## src/plir_pkg.sv

```systemverilog
// ----------------------------------------------------------------------------
// plir_pkg
// Shared constants, types and the sample decoder for the resampler.
// ----------------------------------------------------------------------------
package plir_pkg;

    localparam int FRAC_BITS   = 16;
    localparam int SAMPLE_BITS = 24;
    localparam int RAW_BITS    = 24;
    localparam int PHASE_BITS  = 21;
    localparam int STEP_BITS   = 20;
    localparam int MAX_RESULTS = 64;
    localparam int CNT_W       = $clog2(MAX_RESULTS) + 1;
    localparam int DIFF_W      = SAMPLE_BITS + 1;
    localparam int PROD_W      = DIFF_W + FRAC_BITS + 1;
    localparam int CFG_IDX_W   = 2;
    localparam int CFG_DATA_W  = STEP_BITS;

    typedef logic [RAW_BITS-1:0]           raw_t;
    typedef logic signed [SAMPLE_BITS-1:0] sample_t;
    typedef logic [PHASE_BITS-1:0]         phase_t;
    typedef logic [STEP_BITS-1:0]          step_t;
    typedef logic [1:0]                    width_t;
    typedef logic [CFG_IDX_W-1:0]          cfg_idx_t;
    typedef logic [CFG_DATA_W-1:0]         cfg_data_t;

    localparam width_t   WIDTH_U8  = 2'd0;
    localparam width_t   WIDTH_S16 = 2'd1;
    localparam width_t   WIDTH_S24 = 2'd2;

    localparam cfg_idx_t CFG_SAMPLE_WIDTH = 2'd0;
    localparam cfg_idx_t CFG_STEREO_MODE  = 2'd1;
    localparam cfg_idx_t CFG_PHASE_STEP   = 2'd2;

    localparam width_t   RST_SAMPLE_WIDTH = WIDTH_S16;
    localparam logic     RST_STEREO_MODE  = 1'b1;
    localparam step_t    RST_PHASE_STEP   = step_t'(1 << FRAC_BITS);

    typedef enum logic [2:0] {
        ST_IDLE  = 3'b001,
        ST_CHECK = 3'b010,
        ST_EMIT  = 3'b100
    } state_t;

    typedef struct packed {
        logic load_in;
        logic step;
        logic emit;
        logic finalize;
    } cmd_t;

    typedef struct packed {
        logic primed;
        logic loop_ok;
        logic out_free;
    } status_t;

    // 8-bit is offset binary; code 3 decodes as 24-bit
    function automatic sample_t decode_sample(input raw_t raw, input width_t w);
        sample_t s;
        case (w)
            WIDTH_U8:  s = {~raw[7], raw[6:0], {(SAMPLE_BITS-8){1'b0}}};
            WIDTH_S16: s = {raw[15:0], {(SAMPLE_BITS-16){1'b0}}};
            default:   s = raw[SAMPLE_BITS-1:0];
        endcase
        return s;
    endfunction

endpackage

```

## src/plir_in_if.sv

```systemverilog
// ----------------------------------------------------------------------------
// plir_in_if
// Input frame channel: valid/ready with raw left and right sample bits.
// ----------------------------------------------------------------------------
interface plir_in_if;
    import plir_pkg::*;

    logic valid;
    logic ready;
    raw_t left_raw;
    raw_t right_raw;

    modport source (output valid, output left_raw, output right_raw, input ready);
    modport sink   (input valid, input left_raw, input right_raw, output ready);
endinterface

```

## src/plir_out_if.sv

```systemverilog
// ----------------------------------------------------------------------------
// plir_out_if
// Result channel: valid/ready with interpolated samples and run marker.
// ----------------------------------------------------------------------------
interface plir_out_if;
    import plir_pkg::*;

    logic    valid;
    logic    ready;
    sample_t out_left;
    sample_t out_right;
    logic    last_of_run;

    modport source (output valid, output out_left, output out_right,
                    output last_of_run, input ready);
    modport sink   (input valid, input out_left, input out_right,
                    input last_of_run, output ready);
endinterface

```

## src/plir_ctrl.sv

```systemverilog
// ----------------------------------------------------------------------------
// plir_ctrl
// Sequencer: takes a frame, steps the interpolation loop, emits results.
// ----------------------------------------------------------------------------
module plir_ctrl (
    input  logic              clk,
    input  logic              rst_n,
    input  logic              in_valid,
    output logic              in_ready,
    input  plir_pkg::status_t status,
    output plir_pkg::cmd_t    cmd
);
    import plir_pkg::*;

    state_t state_reg;
    state_t state_next;

    always_ff @(posedge clk or negedge rst_n)
    begin
        if (!rst_n)
        begin
            state_reg <= ST_IDLE;
        end
        else
        begin
            state_reg <= state_next;
        end
    end

    always_comb
    begin
        state_next = state_reg;
        cmd        = '0;
        in_ready   = 1'b0;
        case (state_reg)
            ST_IDLE:
            begin
                in_ready = 1'b1;
                if (in_valid)
                begin
                    cmd.load_in = 1'b1;
                    if (status.primed)
                    begin
                        state_next = ST_CHECK;
                    end
                end
            end
            ST_CHECK:
            begin
                if (status.loop_ok)
                begin
                    cmd.step   = 1'b1;
                    state_next = ST_EMIT;
                end
                else
                begin
                    cmd.finalize = 1'b1;
                    state_next   = ST_IDLE;
                end
            end
            ST_EMIT:
            begin
                if (status.out_free)
                begin
                    cmd.emit   = 1'b1;
                    state_next = ST_CHECK;
                end
            end
            default:
            begin
                state_next = ST_IDLE;
            end
        endcase
    end

endmodule

```

## src/plir_dp.sv

```systemverilog
// ----------------------------------------------------------------------------
// plir_dp
// Datapath: config registers, decode, frame store, phase, lerp, output reg.
// ----------------------------------------------------------------------------
module plir_dp (
    input  logic                clk,
    input  logic                rst_n,
    input  logic                cfg_we,
    input  plir_pkg::cfg_idx_t  cfg_index,
    input  plir_pkg::cfg_data_t cfg_data,
    input  plir_pkg::raw_t      left_raw,
    input  plir_pkg::raw_t      right_raw,
    input  logic                out_ready,
    output logic                out_valid,
    output plir_pkg::sample_t   out_left,
    output plir_pkg::sample_t   out_right,
    output logic                last_of_run,
    input  plir_pkg::cmd_t      cmd,
    output plir_pkg::status_t   status
);
    import plir_pkg::*;

    width_t  width_reg;
    logic    stereo_reg;
    step_t   step_reg;

    logic    primed_reg;
    phase_t  phase_reg;
    logic [CNT_W-1:0] cnt_reg;
    sample_t cur_l_reg;
    sample_t cur_r_reg;
    sample_t prev_l_reg;
    sample_t prev_r_reg;
    logic signed [PROD_W-1:0] prod_l_reg;
    logic signed [PROD_W-1:0] prod_r_reg;
    logic    last_reg;

    logic    out_valid_reg;
    sample_t out_l_reg;
    sample_t out_r_reg;
    logic    out_last_reg;

    sample_t dec_l;
    sample_t dec_r;
    phase_t  phase_sum;
    logic    phase_ge_one;
    logic signed [PROD_W-1:0] frac_ext;
    logic signed [PROD_W-1:0] diff_l;
    logic signed [PROD_W-1:0] diff_r;
    logic signed [PROD_W-1:0] shift_l;
    logic signed [PROD_W-1:0] shift_r;

    assign dec_l = decode_sample(left_raw, width_reg);
    assign dec_r = stereo_reg ? decode_sample(right_raw, width_reg) : dec_l;

    assign phase_ge_one = |phase_reg[PHASE_BITS-1:FRAC_BITS];
    assign phase_sum    = phase_reg + PHASE_BITS'(step_reg);

    assign frac_ext = PROD_W'(phase_reg[FRAC_BITS-1:0]);
    assign diff_l   = PROD_W'(cur_l_reg) - PROD_W'(prev_l_reg);
    assign diff_r   = PROD_W'(cur_r_reg) - PROD_W'(prev_r_reg);
    assign shift_l  = prod_l_reg >>> FRAC_BITS;
    assign shift_r  = prod_r_reg >>> FRAC_BITS;

    assign status.primed   = primed_reg;
    assign status.loop_ok  = !phase_ge_one && !cnt_reg[CNT_W-1];
    assign status.out_free = !out_valid_reg || out_ready;

    assign out_valid   = out_valid_reg;
    assign out_left    = out_l_reg;
    assign out_right   = out_r_reg;
    assign last_of_run = out_last_reg;

    always_ff @(posedge clk or negedge rst_n)
    begin
        if (!rst_n)
        begin
            width_reg  <= RST_SAMPLE_WIDTH;
            stereo_reg <= RST_STEREO_MODE;
            step_reg   <= RST_PHASE_STEP;
        end
        else if (cfg_we)
        begin
            case (cfg_index)
                CFG_SAMPLE_WIDTH: width_reg  <= cfg_data[1:0];
                CFG_STEREO_MODE:  stereo_reg <= cfg_data[0];
                CFG_PHASE_STEP:   step_reg   <= cfg_data;
                default:          ;
            endcase
        end
    end

    // control state
    always_ff @(posedge clk or negedge rst_n)
    begin
        if (!rst_n)
        begin
            primed_reg    <= 1'b0;
            phase_reg     <= '0;
            cnt_reg       <= '0;
            out_valid_reg <= 1'b0;
            prev_l_reg    <= '0;
            prev_r_reg    <= '0;
        end
        else
        begin
            if (cmd.load_in)
            begin
                cnt_reg <= '0;
                if (!primed_reg)
                begin
                    primed_reg <= 1'b1;
                    prev_l_reg <= dec_l;
                    prev_r_reg <= dec_r;
                end
            end
            if (cmd.step)
            begin
                phase_reg <= phase_sum;
                cnt_reg   <= cnt_reg + 1'b1;
            end
            if (cmd.finalize)
            begin
                phase_reg  <= phase_ge_one ? phase_reg - PHASE_BITS'(1 << FRAC_BITS) : '0;
                prev_l_reg <= cur_l_reg;
                prev_r_reg <= cur_r_reg;
            end
            if (cmd.emit)
            begin
                out_valid_reg <= 1'b1;
            end
            else if (out_ready)
            begin
                out_valid_reg <= 1'b0;
            end
        end
    end

    // payload
    always_ff @(posedge clk)
    begin
        if (cmd.load_in)
        begin
            cur_l_reg <= dec_l;
            cur_r_reg <= dec_r;
        end
        if (cmd.step)
        begin
            prod_l_reg <= diff_l * frac_ext;
            prod_r_reg <= diff_r * frac_ext;
            last_reg   <= (|phase_sum[PHASE_BITS-1:FRAC_BITS])
                          || (cnt_reg == CNT_W'(MAX_RESULTS - 1));
        end
        if (cmd.emit)
        begin
            out_l_reg    <= prev_l_reg + shift_l[SAMPLE_BITS-1:0];
            out_r_reg    <= prev_r_reg + shift_r[SAMPLE_BITS-1:0];
            out_last_reg <= last_reg;
        end
    end

endmodule

```

## src/pcm_linear_interp_resampler_core.sv

```systemverilog
// Per result: CHECK registers the difference times the phase fraction, then EMIT loads
// the output register, waiting while it is full. A frame gives up to 64 results from
// the single multiply-then-add step shared by all; a new frame is taken only after its loop.
// A frame is taken while the last result still waits in the output register.
// Reset (rst_n, async, active low): config to 16-bit stereo, unit step; phase,
// previous frame and primed flag cleared; no results pending.
// ----------------------------------------------------------------------------
// pcm_linear_interp_resampler_core
// Linear interpolation sample-rate converter for 8/16/24-bit PCM frames.
// ----------------------------------------------------------------------------
module pcm_linear_interp_resampler_core (
    input  logic                clk,
    input  logic                rst_n,
    plir_in_if.sink             in_ch,
    plir_out_if.source          out_ch,
    input  logic                cfg_we,
    input  plir_pkg::cfg_idx_t  cfg_index,
    input  plir_pkg::cfg_data_t cfg_data
);
    import plir_pkg::*;

    cmd_t    cmd;
    status_t status;

    plir_ctrl u_ctrl (
        .clk      (clk),
        .rst_n    (rst_n),
        .in_valid (in_ch.valid),
        .in_ready (in_ch.ready),
        .status   (status),
        .cmd      (cmd)
    );

    plir_dp u_dp (
        .clk         (clk),
        .rst_n       (rst_n),
        .cfg_we      (cfg_we),
        .cfg_index   (cfg_index),
        .cfg_data    (cfg_data),
        .left_raw    (in_ch.left_raw),
        .right_raw   (in_ch.right_raw),
        .out_ready   (out_ch.ready),
        .out_valid   (out_ch.valid),
        .out_left    (out_ch.out_left),
        .out_right   (out_ch.out_right),
        .last_of_run (out_ch.last_of_run),
        .cmd         (cmd),
        .status      (status)
    );

endmodule

```

## src/flat_wrapper.sv

```systemverilog
// flat-port wrapper written by rule: the top's interface ports become plain ports
module pcm_linear_interp_resampler_core_flat import plir_pkg::*;
  (clk, rst_n, cfg_we, cfg_index, cfg_data, in_ch_valid, in_ch_left_raw, in_ch_right_raw, in_ch_ready, out_ch_valid, out_ch_out_left, out_ch_out_right, out_ch_last_of_run, out_ch_ready);
  plir_in_if in_ch_i ();
  plir_out_if out_ch_i ();
  input  logic clk;
  input  logic rst_n;
  input  logic cfg_we;
  input  plir_pkg::cfg_idx_t cfg_index;
  input  plir_pkg::cfg_data_t cfg_data;
  input wire logic [$bits(in_ch_i.valid)-1:0] in_ch_valid;
  input wire logic [$bits(in_ch_i.left_raw)-1:0] in_ch_left_raw;
  input wire logic [$bits(in_ch_i.right_raw)-1:0] in_ch_right_raw;
  output wire logic [$bits(in_ch_i.ready)-1:0] in_ch_ready;
  output wire logic [$bits(out_ch_i.valid)-1:0] out_ch_valid;
  output wire logic [$bits(out_ch_i.out_left)-1:0] out_ch_out_left;
  output wire logic [$bits(out_ch_i.out_right)-1:0] out_ch_out_right;
  output wire logic [$bits(out_ch_i.last_of_run)-1:0] out_ch_last_of_run;
  input wire logic [$bits(out_ch_i.ready)-1:0] out_ch_ready;
  assign in_ch_i.valid = in_ch_valid;
  assign in_ch_i.left_raw = in_ch_left_raw;
  assign in_ch_i.right_raw = in_ch_right_raw;
  assign in_ch_ready = in_ch_i.ready;
  assign out_ch_valid = out_ch_i.valid;
  assign out_ch_out_left = out_ch_i.out_left;
  assign out_ch_out_right = out_ch_i.out_right;
  assign out_ch_last_of_run = out_ch_i.last_of_run;
  assign out_ch_i.ready = out_ch_ready;
  pcm_linear_interp_resampler_core u_core (.clk(clk), .rst_n(rst_n), .in_ch(in_ch_i), .out_ch(out_ch_i), .cfg_we(cfg_we), .cfg_index(cfg_index), .cfg_data(cfg_data));
endmodule
```

## config.mk

```make
export PLATFORM = sky130hd
export DESIGN_NAME = pcm_linear_interp_resampler_core_flat
export DESIGN_NICKNAME = d
export VERILOG_FILES = /design/src/plir_pkg.sv /design/src/plir_in_if.sv /design/src/plir_out_if.sv /design/src/plir_ctrl.sv /design/src/plir_dp.sv /design/src/pcm_linear_interp_resampler_core.sv /design/src/flat_wrapper.sv
export SDC_FILE = /design/constraint.sdc
export NUM_CORES = 2
export LEC_CHECK = 0
export BUFFER_PORTS_ARGS = -buffer_cell sky130_fd_sc_hd__buf_2
export CORE_MARGIN = 2
export CORE_UTILIZATION = 55
export CTS_CLUSTER_DIAMETER = 120
export CTS_CLUSTER_SIZE = 10
export DETAILED_ROUTE_END_ITERATION = 10
export PLACE_DENSITY = 0.84
export SYNTH_ARGS = -nofsm -noshare
export SYNTH_HDL_FRONTEND = slang
export SYNTH_SLANG_ARGS = --single-unit
```

## constraint.sdc

```tcl
create_clock -name clk -period 8.43 [get_ports clk]
set_clock_uncertainty 0.05 [all_clocks]
set_input_delay 0.843 -clock clk [delete_from_list [all_inputs] [get_ports clk]]
set_output_delay 0.843 -clock clk [all_outputs]
set_load 0.05 [all_outputs]
```

* After elaboration in Yosys (flattened, before gate mapping)
Index checks and enable logic that the tools add are counted.
** Word-level totals
- Output and inout bits :: 51
- Flip-flop bits (word level) :: 282
** Operators by class
- Multipliers :: 2
- Reduce and logical (&&, ||, !) cells :: 19
- Bitwise operators :: 2
- $add $sub $neg :: 7
- Muxes and demuxes :: 30
- Eq/ne operators :: 11
** Operator list (count)
- 2-to-1 mux 24 bit :: 7
- case mux 24 bit (2 select lines) :: 2
- multiplier 25 x 17 -> 40 bit :: 2
- 2-to-1 mux 21 bit :: 3
- subtractor 24 x 24 -> 25 bit :: 2
- adder 24 bit :: 2
- adder 21 x 20 -> 21 bit :: 1
- subtractor 21 x 17 -> 21 bit, second input constant :: 1
- 2-to-1 mux 7 bit :: 2
- 2-to-1 mux 3 bit :: 4
- 2-to-1 mux 1 bit :: 11
- OR reduction 5 bit :: 2
- case mux 3 bit (3 select lines) :: 1
- AND reduction 2 bit :: 4
- nonzero test 2 bit :: 4
- adder 7 x 1 -> 7 bit, second input constant :: 1
- == test 7 x 6 -> 1 bit, second input constant :: 1
- == test 2 x 1 -> 1 bit, second input constant :: 2
- logical NOT 2 bit :: 2
- inequality test 2 x 1 -> 1 bit, second input constant :: 2
- inequality test 2 bit, second input constant :: 2
- == test 3 x 1 -> 1 bit, second input constant :: 1
- == test 3 x 2 -> 1 bit, second input constant :: 1
- == test 3 bit, second input constant :: 1
- other kinds (6) :: 10

* Logic depth before layout (Yosys ltp)
- Depth in word-level cells :: 7
- Gate-level depth with buffers :: 37
- Mapped depth without buffers :: 36

* Modules after synthesis
A second synthesis with hierarchy kept.
** Unflattened totals
- Cells, all modules :: 4445
- Area total of the unflattened synthesis :: 41548.6 um^2
** Modules (own cells, without submodules)
- plir_dp :: sequential area each 6915.4 um^2, cells each 4428, area an instance 41348.4 um^2, instances 1
- plir_ctrl :: sequential area each 76.3 um^2, cells each 17, area an instance 200.2 um^2, instances 1

* Worst setup path before layout
No wires, ideal clock.
- Kind :: reg-to-reg
- From :: register u_core.u_dp.prev_r_reg[0]
- To :: register u_core.u_dp.prod_r_reg[39], data pin
- Required time :: 8.112 ns
- Arrival time :: 8.364 ns
- Buffers on the path :: 1
- Stages on the path, launching flop included :: 35
- Path slack :: -0.252 ns
- Path through :: dfrtp_1 ha_1 fa_1 nand2b_1 a21boi_0 o21ai_0 a21oi_1 o41ai_2 o31ai_1 o221a_2 a21oi_1 clkbuf_1 and2_1 fa_1 inv_1 fa_1 inv_1 fa_1 fa_1 fa_1 inv_1 fa_1 inv_1 ha_1 and3_1 nand3_1 and2b_1 o41ai_2 a2111oi_2 nor4_2 o21a_1 o21ai_2 a21o_2 a21o_1 xnor3_1
** Between the ends
- Word-level cells in the longest chain between the ends :: 2
** RTL lines
- start: declaration :: RTL line plir_dp.sv:33 : sample_t prev_r_reg;
- start signal: assignment :: RTL line plir_dp.sv:114 : prev_r_reg <= dec_r;
- start signal: assignment :: RTL line plir_dp.sv:126 : prev_r_reg <= cur_r_reg;
- subtractor 24 x 24 -> 25 bit :: RTL line plir_dp.sv:61 : assign diff_r = PROD_W'(cur_r_reg) - PROD_W'(prev_r_reg);
- multiplier 25 x 17 -> 40 bit :: RTL line plir_dp.sv:150 : prod_r_reg <= diff_r * frac_ext;
- end signal: assignment :: RTL line plir_dp.sv:150
- end: declaration :: RTL line plir_dp.sv:35 : logic signed [PROD_W-1:0] prod_r_reg;
No other way between the ends.
A chain may end at the register's enable or synchronous reset.

* Final worst setup path
- From :: register u_core.u_dp.cur_r_reg[0]
- To :: register u_core.u_dp.prod_r_reg[38], data pin
** Between the ends
- Word-level cells in the longest chain between the ends :: 2
** RTL lines
- start: declaration :: RTL line plir_dp.sv:31 : sample_t cur_r_reg;
- start signal: assignment :: RTL line plir_dp.sv:145 : cur_r_reg <= dec_r;
- subtractor 24 x 24 -> 25 bit :: RTL line plir_dp.sv:61
- multiplier 25 x 17 -> 40 bit :: RTL line plir_dp.sv:150
No other way between the ends.

==> impl_results.md <==
- Most common cell after layout, fill and taps aside: inv_1
- Most frequent cells in the layout: inv_1 (982), fa_1 (729), nand2_1 (553)
- Drt total wl: 114000 um
- Detailed-route via count: 33.1k
- Post-synth cell types: 81
- Main synth FF type: edfxtp_1
- Number of flops mapped to enable cells by yosys: 146
- Outcome: finished with violations
- Syn Std Cell Area: between 0.04 and 0.05 mm2
- Area growth from synthesis to layout: 14.2%
- Synth Register Bits: 250
- Clk_lat worst skew: 0.62 ns
- Arr. time, crit path: between 9 and 10 ns
- Clock Pin Slew Worst Setup and Hold Paths: 0.06 ns
- Remaining Overflow, GRT: 0
- Most common cell on crit path: fa_1
- CTS tree: done
- Core box area: 0.0757 mm2
- Worst EP required: 8.74 ns
- Gr usage total: 0.289
- Vias in the first global route: roughly 35k
- CP max FO: 3
- Crit-path slowest cell: fa_2
- Crit path capture type: register
- Setup CP Type: reg -> reg
- Routability congestion estimate: 0.922
- Largest net degree at the start of global routing: 67
- First drt pass iteration count: 7
- Yosys warning total: 0
- # rows: 101
- Final ANT Viol Nets: 0
- Final min period: 8.95 ns
- Residual DRC: 0
- Final instance area: between 0.04 and 0.05 mm2
- Post-synthesis sequential area ratio: 0.167
- CTS sink cnt: 250
- Total count of hold-check failures in the final report: 0
- IO Port Bufs: 125
- Die width: about 280 um
- CTS H-tree lvls: 1
- Cts bufs inserted: 30
- Max Freq: around 110 MHz
- Critical Path Start Type: register
- Area after DPL: 0.0458 mm2
- Clock root cell: clkbuf_16
- Fillers: 5500
- Initial core utilization: 0.554
- # setup viols final: 18
- Min-delay worst type: in -> async
- HPWL after detailed placement: 88600 um
- Net count, final: 5966
- Initial antenna violation count: 6
- Final Cycle Share: 1.06
- WL/cell: between 15 and 20 um
- RSZ-0062 raised after global routing: true
- CP peak stage delay: between 0.5 and 0.6 ns
- Synth Area per Inst: 9.36 um2
- Failing checks: negative setup slack
- Async SR Flop Fraction: 0.416
- Hold buffers post-CTS: 0
- I/O pin total: 126
- Util after Layout: 0.632
- Setup slack after layout: -0.516 ns
- Tightest Pin Transition: between 1 and 1.5 ns
- Fraction of layout cells with a size suffix above 1: 0.150
- DIE AREA: 0.0784 mm2
- Synthesized Nets: approximately 5.6k
- Max Cap Viol: 0
- Die Y: 280 um
- Finished Layout Cells: 5835
- Via/cell ratio: 5.68
- Max Root-Sink Buffers: 3
- Slew Limit Fails: 0
- DRT iter0 DRCs: 2698
- Mapped Cells: 4477
- First-pass GRT wire length: 179000 um
- Max-Slew Margin vs Limit: 0.228
- Cells after DPL: 5741
-- synth_stat cells (50+ instances only) --
library cell / count / share of area
dfrtp_1: 100 / 0.060
a21o_1: 50 / 0.0090
nand2_1: 554 / 0.050
and2_1: 333 / 0.050
nor2_1: 144 / 0.013
clkbuf_1: 172 / 0.015
a21oi_1: 125 / 0.015
inv_1: 991 / 0.089
fa_1: 749 / 0.36
ha_1: 311 / 0.093
nor2b_1: 68 / 0.010
edfxtp_1: 146 / 0.10
o21ai_0: 99 / 0.012
xnor2_1: 116 / 0.024
-- through the flow --
stage	setup WS, ns	hold slack [ns]	setup TNS, ns
final	-0.516	0.267	-3.62
after global routing	-0.769	0.331	-7.97
after CTS	-0.370	0.295	-1.27
after detailed placement	-1.04	0.438	-13.15
after global placement	-0.860	0.421	-8.06
after floorplan	-0.0389	0.350	-0.0564
-- final cells by class --
type	count	area, um2	share of cell area
clock inverter	4	41.3	0.000863
timing repair buffer	501	3690	0.0770
sequential	250	6990	0.146
antenna	3	7.51	0.000157
inverter	991	3720	0.0777
tap	978	1220	0.0256
clock buffer	51	830	0.0173
multi-input combinational	3057	31300	0.655
-- what timing repair did --
| action | 4_1_cts | 5_1_grt |
|---|---|---|
| cloned | 1 | 0 |
| pin swaps | 30 | 125 |
| setup endpoints to repair | 31 | 30 |
| gates resized for setup | 59 | 130 |
| setup buffers | 14 | 27 |
| hold endpoints to repair | 0 | 0 |
-- critical path: cells and delay by family, from the launching register on --
family / cells / cell delay [ns]
adder cells (fa/ha/maj): 9 / 3.78
AO/OA/AOI/OAI: 12 / 2.65
flip-flops: 1 / 0.36
XOR/XNOR: 2 / 0.26
AND/OR/NAND/NOR: 5 / 0.90
buffers and inverters: 8 / 0.69
-- path summary, 6_finish.rpt --
| kind | end | slack [ns] | startpoint | cells past startpoint |
|---|---|---|---|---|
| setup / recovery | u_core.u_dp.prod_r_reg[38] | -0.52 | u_core.u_dp.cur_r_reg[0] | 36 |
| hold / removal | u_core.u_dp.prev_r_reg[1] | 0.27 | rst_n | 1 |
| setup reg to reg | u_core.u_dp.prod_r_reg[38] | -0.52 | u_core.u_dp.cur_r_reg[0] | 36 |
| hold reg to reg | u_core.u_dp.prev_l_reg[2] | 0.46 | u_core.u_dp.cur_l_reg[2] | 2 |
| max in group asynchronous | u_core.u_dp.phase_reg[5] | 6.84 | rst_n | 2 |
| min in group clk | u_core.u_dp.step_reg[6] | 0.41 | cfg_data[6] | 2 |
-- per-layer routing --
layer  up-vias  global-route usage  share of wire
li1      14500                   -              -
met1     16600               0.346           0.35
met2      1619               0.503           0.51
met3       442              0.0421          0.085
met4         2               0.152          0.059
met5         -                   0       0.000061
-- kinds of logic (layout without fill, tap and decap cells) --
kind of cell / count (synthesis) / after routing / share of synthesized area
fa+ha+maj: 1065 / 1065 / 0.452
flops: 250 / 250 / 0.167
xor+xnor: 165 / 165 / 0.0348
simple gates: 1282 / 1282 / 0.149
buf+inv: 1170 / 1547 / 0.105
compound gates: 496 / 496 / 0.0807
mux: 49 / 49 / 0.0124
other cells: 0 / 3 / 0
Power is left out: the tool's default activity adds up to more than one toggle a clock period on the data nets, which glitch-free logic cannot reach.
